<file path="src/hdl/gvsp_packet_frame_tracker_core_assert.svh">
// Assertion macros for the tracker modules, included by the back end.
`ifndef GVSP_PACKET_FRAME_TRACKER_CORE_ASSERT_SVH
`define GVSP_PACKET_FRAME_TRACKER_CORE_ASSERT_SVH

// The expression must hold at every clock edge outside reset.
`define GVSPFT_ASSERT_ALWAYS(lbl, expr, msg) \
  lbl: assert property (@(posedge clk) disable iff (!rst_n) (expr)) else $error(msg);

// When the antecedent holds, the consequent must hold in the next cycle.
`define GVSPFT_ASSERT_NEXT(lbl, ante, cons, msg) \
  lbl: assert property (@(posedge clk) disable iff (!rst_n) (ante) |=> (cons)) \
    else $error(msg);

`endif

</file>
<file path="src/hdl/gvspft_pkg.sv">
package gvspft_pkg;

  localparam int FRAME_STORE_BYTES_DEF = 4194304;
  localparam int MAX_PACKET_BYTES_DEF  = 1536;

  localparam logic [10:0] NOMINAL_RESET = 11'd1480;

  localparam logic [6:0] KIND_LEADER    = 7'd1;
  localparam logic [6:0] KIND_TRAILER   = 7'd2;
  localparam logic [6:0] KIND_PAYLOAD   = 7'd3;
  localparam logic [6:0] KIND_MULTIPART = 7'd7;

  localparam int QDEPTH = 2;
  localparam int QPTR_W = $clog2(QDEPTH);

  // Classified packet handed from the front part to the back part.
  typedef struct packed {
    logic [6:0]  kind;
    logic [31:0] pid;
    logic [63:0] fid;
    logic        gap;
    logic [10:0] block;
    logic [13:0] ptype;
  } pkt_rec_t;

endpackage

</file>
<file path="src/hdl/gvspft_front.sv">
module gvspft_front #(
  parameter int MAX_PACKET_BYTES = gvspft_pkg::MAX_PACKET_BYTES_DEF
) (
  input  logic              clk,
  input  logic              rst_n,
  input  logic              in_valid,
  output logic              in_stall,
  input  logic [31:0]       in_packet_infos,
  input  logic [15:0]       in_short_frame_id,
  input  logic [63:0]       in_long_frame_id,
  input  logic [31:0]       in_long_packet_id,
  input  logic [15:0]       in_leader_type_word,
  input  logic [10:0]       in_packet_length,
  input  logic              q_full,
  output logic              q_push,
  output gvspft_pkg::pkt_rec_t q_wdata
);
  import gvspft_pkg::*;

  logic [31:0] prev_id_r, prev_id_nxt;
  logic        ext;
  logic [6:0]  kind;
  logic [31:0] pid;
  logic [4:0]  base_oh;
  logic [10:0] len_c;
  logic [13:0] ptype;
  logic [10:0] block;

  function automatic logic [10:0] net_size(input logic [10:0] len, input logic [4:0] oh);
    logic [10:0] oh_w;
    oh_w = {6'd0, oh};
    return (len > oh_w) ? (len - oh_w) : 11'd0;
  endfunction

  assign in_stall = q_full;
  assign q_push   = in_valid && !q_full;

  assign ext     = in_packet_infos[31];
  assign kind    = in_packet_infos[30:24];
  assign pid     = ext ? in_long_packet_id : {8'd0, in_packet_infos[23:0]};
  assign base_oh = ext ? 5'd20 : 5'd8;
  assign ptype   = in_leader_type_word[13:0];
  assign len_c   = ({21'd0, in_packet_length} > 32'(MAX_PACKET_BYTES)) ?
                   11'(MAX_PACKET_BYTES) : in_packet_length;

  always_comb begin
    case (kind)
      KIND_LEADER: begin
        block = (ptype == 14'd1 || ptype == 14'd4 || ptype == 14'd5) ?
                net_size(len_c, base_oh) : 11'd0;
      end
      KIND_PAYLOAD:   block = net_size(len_c, base_oh);
      KIND_MULTIPART: block = net_size(len_c, base_oh + 5'd8);
      default:        block = 11'd0;
    endcase
  end

  always_comb begin
    q_wdata.kind  = kind;
    q_wdata.pid   = pid;
    q_wdata.fid   = ext ? in_long_frame_id : {48'd0, in_short_frame_id};
    q_wdata.gap   = (pid != 32'd0) && ((pid - prev_id_r) != 32'd1);
    q_wdata.block = block;
    q_wdata.ptype = (kind == KIND_LEADER) ? ptype : 14'd0;
  end

  // A trailer closes the id sequence, so the next packet is compared against zero.
  always_comb begin
    prev_id_nxt = prev_id_r;
    if (q_push) begin
      prev_id_nxt = (kind == KIND_TRAILER) ? 32'd0 : pid;
    end
  end

  always_ff @(posedge clk) begin
    if (!rst_n) begin
      prev_id_r <= 32'd0;
    end else begin
      prev_id_r <= prev_id_nxt;
    end
  end

endmodule

</file>
<file path="src/hdl/gvspft_queue.sv">
module gvspft_queue (
  input  logic                 clk,
  input  logic                 rst_n,
  input  logic                 push,
  input  gvspft_pkg::pkt_rec_t wdata,
  output logic                 full,
  input  logic                 pop,
  output logic                 rvalid,
  output gvspft_pkg::pkt_rec_t rdata
);
  import gvspft_pkg::*;

  pkt_rec_t          mem_r [QDEPTH];
  logic [QPTR_W-1:0] wptr_r, wptr_nxt;
  logic [QPTR_W-1:0] rptr_r, rptr_nxt;
  logic [QPTR_W:0]   count_r, count_nxt;

  assign full   = (count_r == (QPTR_W+1)'(QDEPTH));
  assign rvalid = (count_r != '0);
  assign rdata  = mem_r[rptr_r];

  always_comb begin
    wptr_nxt  = wptr_r;
    rptr_nxt  = rptr_r;
    count_nxt = count_r;
    if (push) begin
      wptr_nxt = (wptr_r == (QPTR_W)'(QDEPTH - 1)) ? '0 : wptr_r + 1'b1;
    end
    if (pop) begin
      rptr_nxt = (rptr_r == (QPTR_W)'(QDEPTH - 1)) ? '0 : rptr_r + 1'b1;
    end
    if (push && !pop) begin
      count_nxt = count_r + 1'b1;
    end else if (pop && !push) begin
      count_nxt = count_r - 1'b1;
    end
  end

  always_ff @(posedge clk) begin
    if (push) begin
      mem_r[wptr_r] <= wdata;
    end
  end

  always_ff @(posedge clk) begin
    if (!rst_n) begin
      wptr_r  <= '0;
      rptr_r  <= '0;
      count_r <= '0;
    end else begin
      wptr_r  <= wptr_nxt;
      rptr_r  <= rptr_nxt;
      count_r <= count_nxt;
    end
  end

endmodule

</file>
<file path="src/hdl/gvspft_back.sv">
module gvspft_back #(
  parameter int FRAME_STORE_BYTES = gvspft_pkg::FRAME_STORE_BYTES_DEF
) (
  input  logic                 clk,
  input  logic                 rst_n,
  input  logic                 cfg_wr_en,
  input  logic [10:0]          cfg_wr_data,
  input  logic                 q_rvalid,
  input  gvspft_pkg::pkt_rec_t q_rdata,
  output logic                 q_pop,
  output logic                 out_valid,
  input  logic                 out_stall,
  output logic [6:0]           out_content_kind,
  output logic [31:0]          out_seq_id,
  output logic [63:0]          out_frame_number,
  output logic                 out_gap_seen,
  output logic [10:0]          out_block_bytes,
  output logic                 out_store_write,
  output logic [21:0]          out_store_offset,
  output logic                 out_store_overflow,
  output logic                 out_frame_start,
  output logic [13:0]          out_payload_kind,
  output logic                 out_frame_done,
  output logic [26:0]          out_frame_bytes
);
  import gvspft_pkg::*;

  `include "gvsp_packet_frame_tracker_core_assert.svh"

  logic [15:0] block_count_r, block_count_nxt;
  logic        store_ready_r, store_ready_nxt;
  logic [10:0] nominal_r;
  logic        out_valid_r, out_valid_nxt;

  logic [6:0]  kind_r;
  logic [31:0] pid_r;
  logic [63:0] fid_r;
  logic        gap_r;
  logic [10:0] block_r;
  logic        wr_r, ovf_r, start_r, done_r;
  logic [21:0] offset_r;
  logic [13:0] ptype_r;
  logic [26:0] fbytes_r;

  logic        is_payload, is_leader, is_trailer;
  logic [10:0] mul_op;
  logic [26:0] prod;
  logic [27:0] end_pos;
  logic        ovf, wr;

  assign is_payload = (q_rdata.kind == KIND_PAYLOAD);
  assign is_leader  = (q_rdata.kind == KIND_LEADER);
  assign is_trailer = (q_rdata.kind == KIND_TRAILER);

  // One multiplier serves both the store offset of a payload block and the
  // frame length at a trailer.
  assign mul_op  = is_payload ? q_rdata.block : nominal_r;
  assign prod    = 27'(block_count_r) * 27'(mul_op);
  assign end_pos = 28'(prod) + 28'(q_rdata.block);
  assign ovf     = is_payload && store_ready_r && (end_pos > 28'(FRAME_STORE_BYTES));
  assign wr      = is_payload && store_ready_r && !ovf;

  assign q_pop = q_rvalid && (!out_valid_r || !out_stall);

  always_comb begin
    block_count_nxt = block_count_r;
    store_ready_nxt = store_ready_r;
    if (q_pop) begin
      if (is_leader) begin
        block_count_nxt = 16'd0;
        store_ready_nxt = 1'b1;
      end else if (wr && block_count_r != 16'hffff) begin
        block_count_nxt = block_count_r + 16'd1;
      end
    end
  end

  always_comb begin
    out_valid_nxt = out_valid_r && out_stall;
    if (q_pop) begin
      out_valid_nxt = 1'b1;
    end
  end

  always_ff @(posedge clk) begin
    if (!rst_n) begin
      block_count_r <= 16'd0;
      store_ready_r <= 1'b0;
      nominal_r     <= NOMINAL_RESET;
      out_valid_r   <= 1'b0;
    end else begin
      block_count_r <= block_count_nxt;
      store_ready_r <= store_ready_nxt;
      out_valid_r   <= out_valid_nxt;
      if (cfg_wr_en) begin
        nominal_r <= cfg_wr_data;
      end
    end
  end

  always_ff @(posedge clk) begin
    if (q_pop) begin
      kind_r   <= q_rdata.kind;
      pid_r    <= q_rdata.pid;
      fid_r    <= q_rdata.fid;
      gap_r    <= q_rdata.gap;
      block_r  <= q_rdata.block;
      wr_r     <= wr;
      ovf_r    <= ovf;
      offset_r <= wr ? prod[21:0] : 22'd0;
      start_r  <= is_leader;
      ptype_r  <= q_rdata.ptype;
      done_r   <= is_trailer;
      fbytes_r <= is_trailer ? prod : 27'd0;
    end
  end

  assign out_valid          = out_valid_r;
  assign out_content_kind   = kind_r;
  assign out_seq_id         = pid_r;
  assign out_frame_number   = fid_r;
  assign out_gap_seen       = gap_r;
  assign out_block_bytes    = block_r;
  assign out_store_write    = wr_r;
  assign out_store_offset   = offset_r;
  assign out_store_overflow = ovf_r;
  assign out_frame_start    = start_r;
  assign out_payload_kind   = ptype_r;
  assign out_frame_done     = done_r;
  assign out_frame_bytes    = fbytes_r;

  `GVSPFT_ASSERT_ALWAYS(a_wr_ovf_excl, !(out_valid_r && wr_r && ovf_r), "write and overflow together")
  `GVSPFT_ASSERT_ALWAYS(a_wr_payload, !(out_valid_r && (wr_r || ovf_r)) || (kind_r == KIND_PAYLOAD), "store flag on a non-payload item")
  `GVSPFT_ASSERT_NEXT(a_leader_clears, q_pop && is_leader, (block_count_r == 16'd0) && store_ready_r, "leader did not reset the block count")
  `GVSPFT_ASSERT_NEXT(a_hold_on_stall, out_valid_r && out_stall, out_valid_r && $stable(kind_r) && $stable(pid_r), "stalled result changed")

endmodule

</file>
<file path="src/hdl/gvsp_packet_frame_tracker_core.sv">
// Channel   Handshake            Payload
// in_       in_valid / in_stall  infos, short/long frame id, long packet id,
//                                leader type word, packet length
// out_      out_valid/out_stall  kind, ids, gap, block bytes, store write/offset/
//                                overflow, frame start/done, payload kind, frame bytes
// cfg_      cfg_wr_en            cfg_wr_data: nominal block bytes
//
// One item per cycle is sustained while out_stall is low; each accepted item is written
// to a queue entry, then goes through the offset multiply into the output register when
// it is popped.
// The back end's block count loop closes through a single 16x11 multiplier.
// Reset is synchronous and active low; it clears the id, block count and store state.
// A two-entry queue lets the input keep flowing while a result is stalled;
// in_stall rises only when that queue is full.
module gvsp_packet_frame_tracker_core #(
  parameter int FRAME_STORE_BYTES = gvspft_pkg::FRAME_STORE_BYTES_DEF,
  parameter int MAX_PACKET_BYTES  = gvspft_pkg::MAX_PACKET_BYTES_DEF
) (
  input  logic        clk,
  input  logic        rst_n,
  input  logic        cfg_wr_en,
  input  logic [10:0] cfg_wr_data,
  input  logic        in_valid,
  output logic        in_stall,
  input  logic [31:0] in_packet_infos,
  input  logic [15:0] in_short_frame_id,
  input  logic [63:0] in_long_frame_id,
  input  logic [31:0] in_long_packet_id,
  input  logic [15:0] in_leader_type_word,
  input  logic [10:0] in_packet_length,
  output logic        out_valid,
  input  logic        out_stall,
  output logic [6:0]  out_content_kind,
  output logic [31:0] out_seq_id,
  output logic [63:0] out_frame_number,
  output logic        out_gap_seen,
  output logic [10:0] out_block_bytes,
  output logic        out_store_write,
  output logic [21:0] out_store_offset,
  output logic        out_store_overflow,
  output logic        out_frame_start,
  output logic [13:0] out_payload_kind,
  output logic        out_frame_done,
  output logic [26:0] out_frame_bytes
);
  import gvspft_pkg::*;

  pkt_rec_t q_wdata, q_rdata;
  logic     q_push, q_pop, q_full, q_rvalid;

  gvspft_front #(.MAX_PACKET_BYTES(MAX_PACKET_BYTES)) u_front (
    .clk                 (clk),
    .rst_n               (rst_n),
    .in_valid            (in_valid),
    .in_stall            (in_stall),
    .in_packet_infos     (in_packet_infos),
    .in_short_frame_id   (in_short_frame_id),
    .in_long_frame_id    (in_long_frame_id),
    .in_long_packet_id   (in_long_packet_id),
    .in_leader_type_word (in_leader_type_word),
    .in_packet_length    (in_packet_length),
    .q_full              (q_full),
    .q_push              (q_push),
    .q_wdata             (q_wdata)
  );

  gvspft_queue u_queue (
    .clk    (clk),
    .rst_n  (rst_n),
    .push   (q_push),
    .wdata  (q_wdata),
    .full   (q_full),
    .pop    (q_pop),
    .rvalid (q_rvalid),
    .rdata  (q_rdata)
  );

  gvspft_back #(.FRAME_STORE_BYTES(FRAME_STORE_BYTES)) u_back (
    .clk                (clk),
    .rst_n              (rst_n),
    .cfg_wr_en          (cfg_wr_en),
    .cfg_wr_data        (cfg_wr_data),
    .q_rvalid           (q_rvalid),
    .q_rdata            (q_rdata),
    .q_pop              (q_pop),
    .out_valid          (out_valid),
    .out_stall          (out_stall),
    .out_content_kind   (out_content_kind),
    .out_seq_id         (out_seq_id),
    .out_frame_number   (out_frame_number),
    .out_gap_seen       (out_gap_seen),
    .out_block_bytes    (out_block_bytes),
    .out_store_write    (out_store_write),
    .out_store_offset   (out_store_offset),
    .out_store_overflow (out_store_overflow),
    .out_frame_start    (out_frame_start),
    .out_payload_kind   (out_payload_kind),
    .out_frame_done     (out_frame_done),
    .out_frame_bytes    (out_frame_bytes)
  );

endmodule
</file>
<file path="config.mk">
export PLATFORM = sky130hd
export DESIGN_NAME = gvsp_packet_frame_tracker_core
export DESIGN_NICKNAME = d
export VERILOG_FILES = /design/src/hdl/gvspft_pkg.sv /design/src/hdl/gvspft_front.sv /design/src/hdl/gvspft_queue.sv /design/src/hdl/gvspft_back.sv /design/src/hdl/gvsp_packet_frame_tracker_core.sv
export VERILOG_INCLUDE_DIRS = /design/src /design/src/hdl
export SDC_FILE = /design/constraint.sdc
export NUM_CORES = 1
export LEC_CHECK = 0
export BUFFER_PORTS_ARGS = -buffer_cell sky130_fd_sc_hd__buf_2
export CAP_MARGIN = 20
export CORE_UTILIZATION = 55
export CTS_BUF_LIST = sky130_fd_sc_hd__clkbuf_4
export CTS_CLUSTER_DIAMETER = 60
export DETAILED_ROUTE_END_ITERATION = 12
export GPL_TIMING_DRIVEN = 1
export PLACE_DENSITY = 0.8
export SLEW_MARGIN = 40
export SYNTH_ARGS = -nofsm -noshare
export SYNTH_HDL_FRONTEND = slang
export SYNTH_SLANG_ARGS = --single-unit
</file>
<file path="constraint.sdc">
create_clock -name clk -period 8.9 [get_ports clk]
set_input_delay 0.89 -clock clk [delete_from_list [all_inputs] [get_ports clk]]
set_output_delay 0.89 -clock clk [all_outputs]
set_load 0.05 [all_outputs]
</file>
==> flow_summary.json, run 1 <==
{
  "ys_types": 72,
  "overflow": 0,
  "die_w_um": 227.1,
  "die_h_um": 227.1,
  "power_density_nw_per_um2": 247.0,
  "outcome": "finished, violations left",
  "power.switching_w": 0.003314,
  "synth_ff_type": "edfxtp_1",
  "synth_edf_count": 440,
  "timing.final.crit_share_pct": 100.8,
  "p_clk_share_pct": 23.0,
  "dp_worst_setup_slack_ns": -0.3222,
  "post-dp-hpwl_um": 50390,
  "most-common-layout-cells": "edfxtp_1, buf_2, inv_1, clkbuf_4, and2_1",
  "place.gp.congestion": 0.9135,
  "async_flop_share_pct": 0,
  "power_switching_share_pct": 39.65,
  "multi_input_area_um2": 12540,
  "portBuffers": 368,
  "drt-initial-drc-count": 1375,
  "wl_um": 71600,
  "fin_crit_ns": 8.968,
  "areaGrowthSynthToFinish_pct": 21.40,
  "synth_seq_cells": 506,
  "io-pin-count": 371,
  "drt.antenna.violating_nets": 0,
  "clock_path_buffers": 3,
  "violations": "negative setup slack",
  "n_fill_cell": 3556,
  "skew_ns": 0.08893,
  "antenna_found_initial": 9,
  "finalMaxSlewViolations": 0,
  "initial_core_util_pct": 55.67,
  "cts_buffers": 121,
  "cp.arrival_ns": 9.77,
  "grt_max_degree": 115,
  "rows": 82,
  "track_usage_pct": 27.72,
  "crit_path_end_kind": "flop",
  "leakage_nw": 14.29,
  "dp_cells": 3396,
  "rsz0062_at_grt": "yes",
  "seqPwrFrac_pct": 41.3,
  "finalWorstSetupSlack_ns": -0.06844,
  "min_from": "in_packet_infos[29]",
  "grt_pass1_wl_um": 110200,
  "clk_latency_ns": 0.92,
  "worstMarginPinSlew_ns": 0.8466,
  "drcViolationCount": 0,
  "hold_end": "u_queue.mem_r[1][127]",
  "coreArea_um2": 50070,
  "cp_max_fo": 6,
  "synth_nets": 2731,
  "synthCells": 2302,
  "cpPeakStageDelay_ns": 0.55,
  "setup_viol": 4,
  "hold_buffers": 0,
  "yosys_warnings": 0,
  "min_path_cells": 1,
  "viasPerCell": 5.554,
  "grt_pass1_vias": 20630,
  "vias": 20340,
  "rrSetupSlack_ns": -0.07,
  "drive_above_1_share_pct": 32.74,
  "timing.slew.headroom_pct": 43.56,
  "cts_tree": "done",
  "dieArea_um2": 51580,
  "synth_area_per_cell_um2": 12.11,
  "start_kind": "flop",
  "ir_drop_mv": 0.1881,
  "maxCapViolCount": 0,
  "syn_area_um2": 27870,
  "layout_commonest_cell": "edfxtp_1",
  "combPwrFrac_pct": 35.7,
  "clk_pin_slew_ns": 0.07,
  "cp_common_cell": "inv_1",
  "cp_slowest_cell": "or4_4",
  "p_int_w": 0.005044,
  "required_ns": 9.70,
  "final_nets": 3309,
  "clock-sinks": 506,
  "r2r_cells": 35,
  "htree_levels": 3,
  "regArea_um2": 14540,
  "fin_cells": 3662,
  "max_freq_mhz": 111.5,
  "ys_seq_area_share_pct": 52.15,
  "hold_viol_final": 0,
  "hold_class": "in2reg",
  "drt-wirelength-per-cell_um": 19.55,
  "rr_endpoint": "u_back.block_count_r[10]",
  "crit_type": "reg2reg",
  "ctsRootBufferMaster": "clkbuf_4",
  "dr.pass1.iters": 5
}
sequential cells by signal, indices dropped and copies added, names as in the netlist, 2 cells and up, named ones only:
signal / cells
u_queue.count_r: 2
u_queue.mem_r: 258
u_back.block_count_r: 16
u_back.nominal_r: 11
u_back.out_frame_bytes: 27
u_back.out_frame_number: 64
u_back.out_store_offset: 22
u_back.out_block_bytes: 11
u_back.out_content_kind: 7
u_back.out_payload_kind: 14
u_back.out_seq_id: 32
u_front.prev_id_r: 32
synthesized netlist by cell type (all sizes together) (7+ instances only):
cell type	number	area [um^2]
edfxtp	440	13210
inv	258	968.4
and2	177	1107
nand2	175	656.9
mux2	153	1723
fa	129	2582
ha	113	1414
nor2	109	409.1
a21oi	84	420.4
clkbuf	81	304.0
dfxtp	66	1321
o21ai	61	305.3
mux2i	53	530.5
xnor2	29	254.0
o22ai	26	162.7
a21o	25	187.7
nand3	25	125.1
nor2b	24	150.1
nand4	20	140.1
nand2b	17	106.4
nor3	16	85.08
xor2	16	140.1
a211oi	15	112.6
nor4	14	93.84
or3	14	87.58
a22oi	12	90.09
and3	12	75.07
o211ai	12	95.09
o2111ai	10	87.58
o21a	10	75.07
a31oi	9	56.30
o21bai	9	67.56
a2111oi	8	70.07
or4	8	60.06
buf	7	28.78
cells by family (layout without fill, tap and decap cells):
group	Yosys count	after routing	share of synthesized area, %
mux	206	206	8.085
buf+inv	347	1028	4.682
other cells	0	6	0
fa+ha+maj	242	242	14.34
flops	506	506	52.15
compound gates	329	329	7.753
simple gates	627	628	11.58
xor+xnor	45	45	1.414
worst max-delay path: cells and delay by family (launching register included):
kind                       cells  cell delay, ns
adders and majority gates      7            2.94
muxes                          2            0.67
and+or+nand+nor               14            3.39
DFF                            1            0.39
AOI/OAI and AO/OA              5            0.91
xor gates and xnor gates       1            0.17
buffers and inverters          6            0.44
layer usage:
layer | up-vias | wire length (um) | track usage, %
li1 | 9372 | - | -
met5 | - | 36 | 0
met1 | 10010 | 29250 | 35.44
met2 | 786 | 34910 | 46.02
met4 | 6 | 2671 | 12.73
met3 | 161 | 4734 | 4.982
power by group through the flow:
stage | registers (W) | logic, W | clock network (W)
6_report | 0.00345 | 0.00299 | 0.00192
4_1_cts | 0.00345 | 0.00296 | 0.00196
5_1_grt | 0.00349 | 0.00314 | 0.00208
2_1_floorplan | 0.00471 | 0.000974 | 0
3_3_place_gp | 0.00348 | 0.00287 | 0
3_5_place_dp | 0.00350 | 0.00293 | 0
worst max-delay path by stage:
stage	start	end	slack, ns
2_1_floorplan	flop	u_back.block_count_r[15]	0.003
3_3_place_gp	flop	u_back.block_count_r[15]	-0.19
3_5_place_dp	flop	u_back.block_count_r[10]	-0.32
4_1_cts	flop	u_back.block_count_r[10]	-0.02
5_1_grt	u_queue.mem_r[0][125]	u_back.block_count_r[10]	-0.39
6_report	flop	u_back.block_count_r[10]	-0.07
timing repair:
item                                    CTS  global route
endpoints found under the setup margin   40            40
pin swaps                                24            22
cloned                                    1             0
resized for setup                        53            64
setup buffers                            20            11
metrics by stage:
stage / util [%] / hold slack, ns / TNS [ns] / area (um^2) / total power, W
4_1_cts: 66.78 / 0.1123 / -0.01911 / 33440 / 0.008370
6_report: 67.58 / 0.1826 / -0.1047 / 33830 / 0.008358
3_3_place_gp: 62.54 / 0.4419 / -5.960 / 31310 / 0.006354
3_5_place_dp: 62.73 / 0.4504 / -9.938 / 31410 / 0.006426
2_1_floorplan: - / 0.4325 / 0 / 27890 / 0.005683
5_1_grt: 67.57 / 0.1474 / -9.710 / 33830 / 0.008705
cell type report:
cell class	instances	share of cell area (%)
Clock buffer	181	4.016
Tap cell	672	2.485
Timing Repair Buffer	542	9.767
Clock inverter	46	0.7470
Inverter	259	2.910
Sequential cell	506	42.97
Antenna cell	6	0.04438
Multi-Input combinational cell	1450	37.06
No activity file was read; power rests on OpenSTA's default activity.
==> run 2: changes to the inputs <==
--- a/config.mk
+++ b/config.mk
@@ -14,6 +14,7 @@
 export DETAILED_ROUTE_END_ITERATION = 12
 export GPL_TIMING_DRIVEN = 1
 export PLACE_DENSITY = 0.8
+export RECOVER_POWER = 25
 export SLEW_MARGIN = 40
 export SYNTH_ARGS = -nofsm -noshare
 export SYNTH_HDL_FRONTEND = slang
==> run 2 against run 1 <==
The run ends with max-capacitance violations, max-slew violations, negative setup slack left. Combinational power hardly changed. Setup slack better by 0.0025 ns. Sequential power hardly changed. Sequential share of layout area hardly changed. Largest power group unchanged.
==> flow_summary.json, run 2 (same netlist as run 1, synthesis figures left out) <==
{
  "cts_buffers": 121,
  "final_nets": 3309,
  "critPathTopFamily": "simple AND/OR/NAND/NOR gates",
  "rsz0062_at_grt": "yes",
  "drt-wirelength-per-cell_um": 19.56,
  "clock-sinks": 506,
  "crit_type": "reg2reg",
  "grt_pass1_vias": 20630,
  "die_w_um": 227.1,
  "drt.antenna.violating_nets": 0,
  "power_density_nw_per_um2": 247.2,
  "multi_input_area_um2": 12540,
  "rows": 82,
  "cp_common_cell": "inv_1",
  "die_h_um": 227.1,
  "antenna_found_initial": 9,
  "io-pin-count": 371,
  "clock_path_buffers": 3,
  "setup_viol": 3,
  "drive_above_1_share_pct": 32.47,
  "clk_pin_slew_ns": 0.07,
  "drt-initial-drc-count": 1299,
  "finalMaxSlewViolations": 36,
  "viasPerCell": 5.565,
  "min_from": "in_packet_infos[29]",
  "grt_max_degree": 115,
  "crit_path_end_kind": "flop",
  "post-dp-hpwl_um": 50390,
  "cp_num_buf_inv": 6,
  "maxCapViolCount": 1,
  "hold_buffers": 0,
  "fin_tns_setup_ns": -0.09253,
  "ir_drop_mv": 0.1882,
  "htree_levels": 3,
  "largest_reg_flops": 258,
  "grt_pass1_wl_um": 110200,
  "rr_endpoint": "u_back.block_count_r[10]",
  "worstMarginPinSlew_ns": 2.425,
  "min_path_cells": 1,
  "cpPeakStageDelay_ns": 0.55,
  "cp_slowest_cell": "or4_4",
  "clk_latency_ns": 0.92,
  "track_usage_pct": 27.72,
  "leakage_nw": 14.26,
  "finalWorstSetupSlack_ns": -0.06593,
  "skew_ns": 0.08301,
  "hold_end": "u_queue.mem_r[1][127]",
  "vias": 20380,
  "regArea_um2": 14540,
  "power_w": 0.008360,
  "drcViolationCount": 0,
  "cts_tree": "done",
  "top_register": "u_queue.mem_r",
  "fin_crit_ns": 8.966,
  "n_fill_cell": 3561,
  "layout_commonest_cell": "edfxtp_1",
  "most-common-layout-cells": "edfxtp_1, buf_2, inv_1, clkbuf_4, and2_1",
  "rrSetupSlack_ns": -0.07,
  "timing.final.crit_share_pct": 100.7,
  "portBuffers": 368,
  "initial_core_util_pct": 55.67,
  "max_freq_mhz": 111.5,
  "start_kind": "flop",
  "placed_cell_area_um2": 31410,
  "hold_viol_final": 0,
  "areaGrowthSynthToFinish_pct": 21.36,
  "outcome": "finished, violations left",
  "overflow": 0,
  "hold_class": "in2reg",
  "cp.arrival_ns": 9.77,
  "ctsRootBufferMaster": "clkbuf_4",
  "dieArea_um2": 51580,
  "coreArea_um2": 50070,
  "violations": "max-capacitance violations, max-slew violations, negative setup slack",
  "timing.slew.headroom_pct": -61.69,
  "cp_max_fo": 6,
  "design_area_um2": 33820,
  "required_ns": 9.70,
  "dr.pass1.iters": 5,
  "place.gp.congestion": 0.9135,
  "fin_util_pct": 67.56,
  "r2r_cells": 35,
  "wl_um": 71670
}
==> run 2: cell count changes in the layout (fill, tap and decap cells not counted), sizes merged <==
cell    previous run  this run
clkbuf           181       189
diode              6         7
buf              542       534
==> run 2: repair_timing <==
| item | CTS | global route |
|---|---|---|
| setup endpoints to repair | 40 | 40 |
| cloned | 1 | 0 |
| pin swaps | 24 | 22 |
| resized for setup | 53 | 64 |
| setup buffers | 20 | 11 |
==> run 2: metrics by stage <==
stage	instances	setup slack, ns	hold slack, ns
floorplan	2302	0.002718	0.4325
finish	3663	-0.06593	0.2245
detailed placement	3396	-0.3222	0.4504
global placement	3392	-0.1934	0.4419
global route	3660	-0.3892	0.2112
CTS	3644	-0.01911	0.1123
==> run 2: area by class of cell <==
| cell class | count | share of cell area [%] |
|---|---|---|
| diodes | 7 | 0.05179 |
| repair buffers | 542 | 9.733 |
| clock inverters | 46 | 0.7472 |
| multi-input cells | 1450 | 37.07 |
| inverters | 259 | 2.911 |
| clock buffers | 181 | 4.017 |
| flip-flops and latches | 506 | 42.98 |
| well taps | 672 | 2.486 |
==> run 2: routing by layer <==
metal  share of wire (%)  track usage (%)
met1                  41            35.44
met2                  49            46.02
met3                 6.8            4.982
met4                 3.7            12.73
met5               0.050                0
==> run 2: how the worst max path moves through the flow <==
stage / start / endpoint / slack, ns / cells after the start
floorplan: flop / u_back.block_count_r[15] / 0.003 / 36
global placement: flop / u_back.block_count_r[15] / -0.19 / 33
detailed placement: flop / u_back.block_count_r[10] / -0.32 / 33
CTS: flop / u_back.block_count_r[10] / -0.02 / 31
global route: u_queue.mem_r[0][125] / u_back.block_count_r[10] / -0.39 / 35
finish: flop / u_back.block_count_r[10] / -0.07 / 35
==> run 2: worst register-to-register path: cells and delay by family, from the launching register on <==
| kind | cells | cell delay [ns] |
|---|---|---|
| buffers and inverters | 6 | 0.44 |
| adder cells (fa/ha/maj) | 7 | 2.94 |
| AO/OA/AOI/OAI | 5 | 0.91 |
| XOR/XNOR | 1 | 0.17 |
| multiplexers | 2 | 0.68 |
| flip-flops | 1 | 0.39 |
| AND/OR/NAND/NOR | 14 | 3.39 |
==> run 2: power by group <==
part	leakage (nW)	switching [W]	total [W]	internal (W)
Sequential	4.74	0.000147	0.00345	0.00330
Clock	0.957	0.000947	0.00192	0.000972
Combinational	8.56	0.00222	0.00299	0.000768
Total	14.3	0.00331	0.00836	0.00504
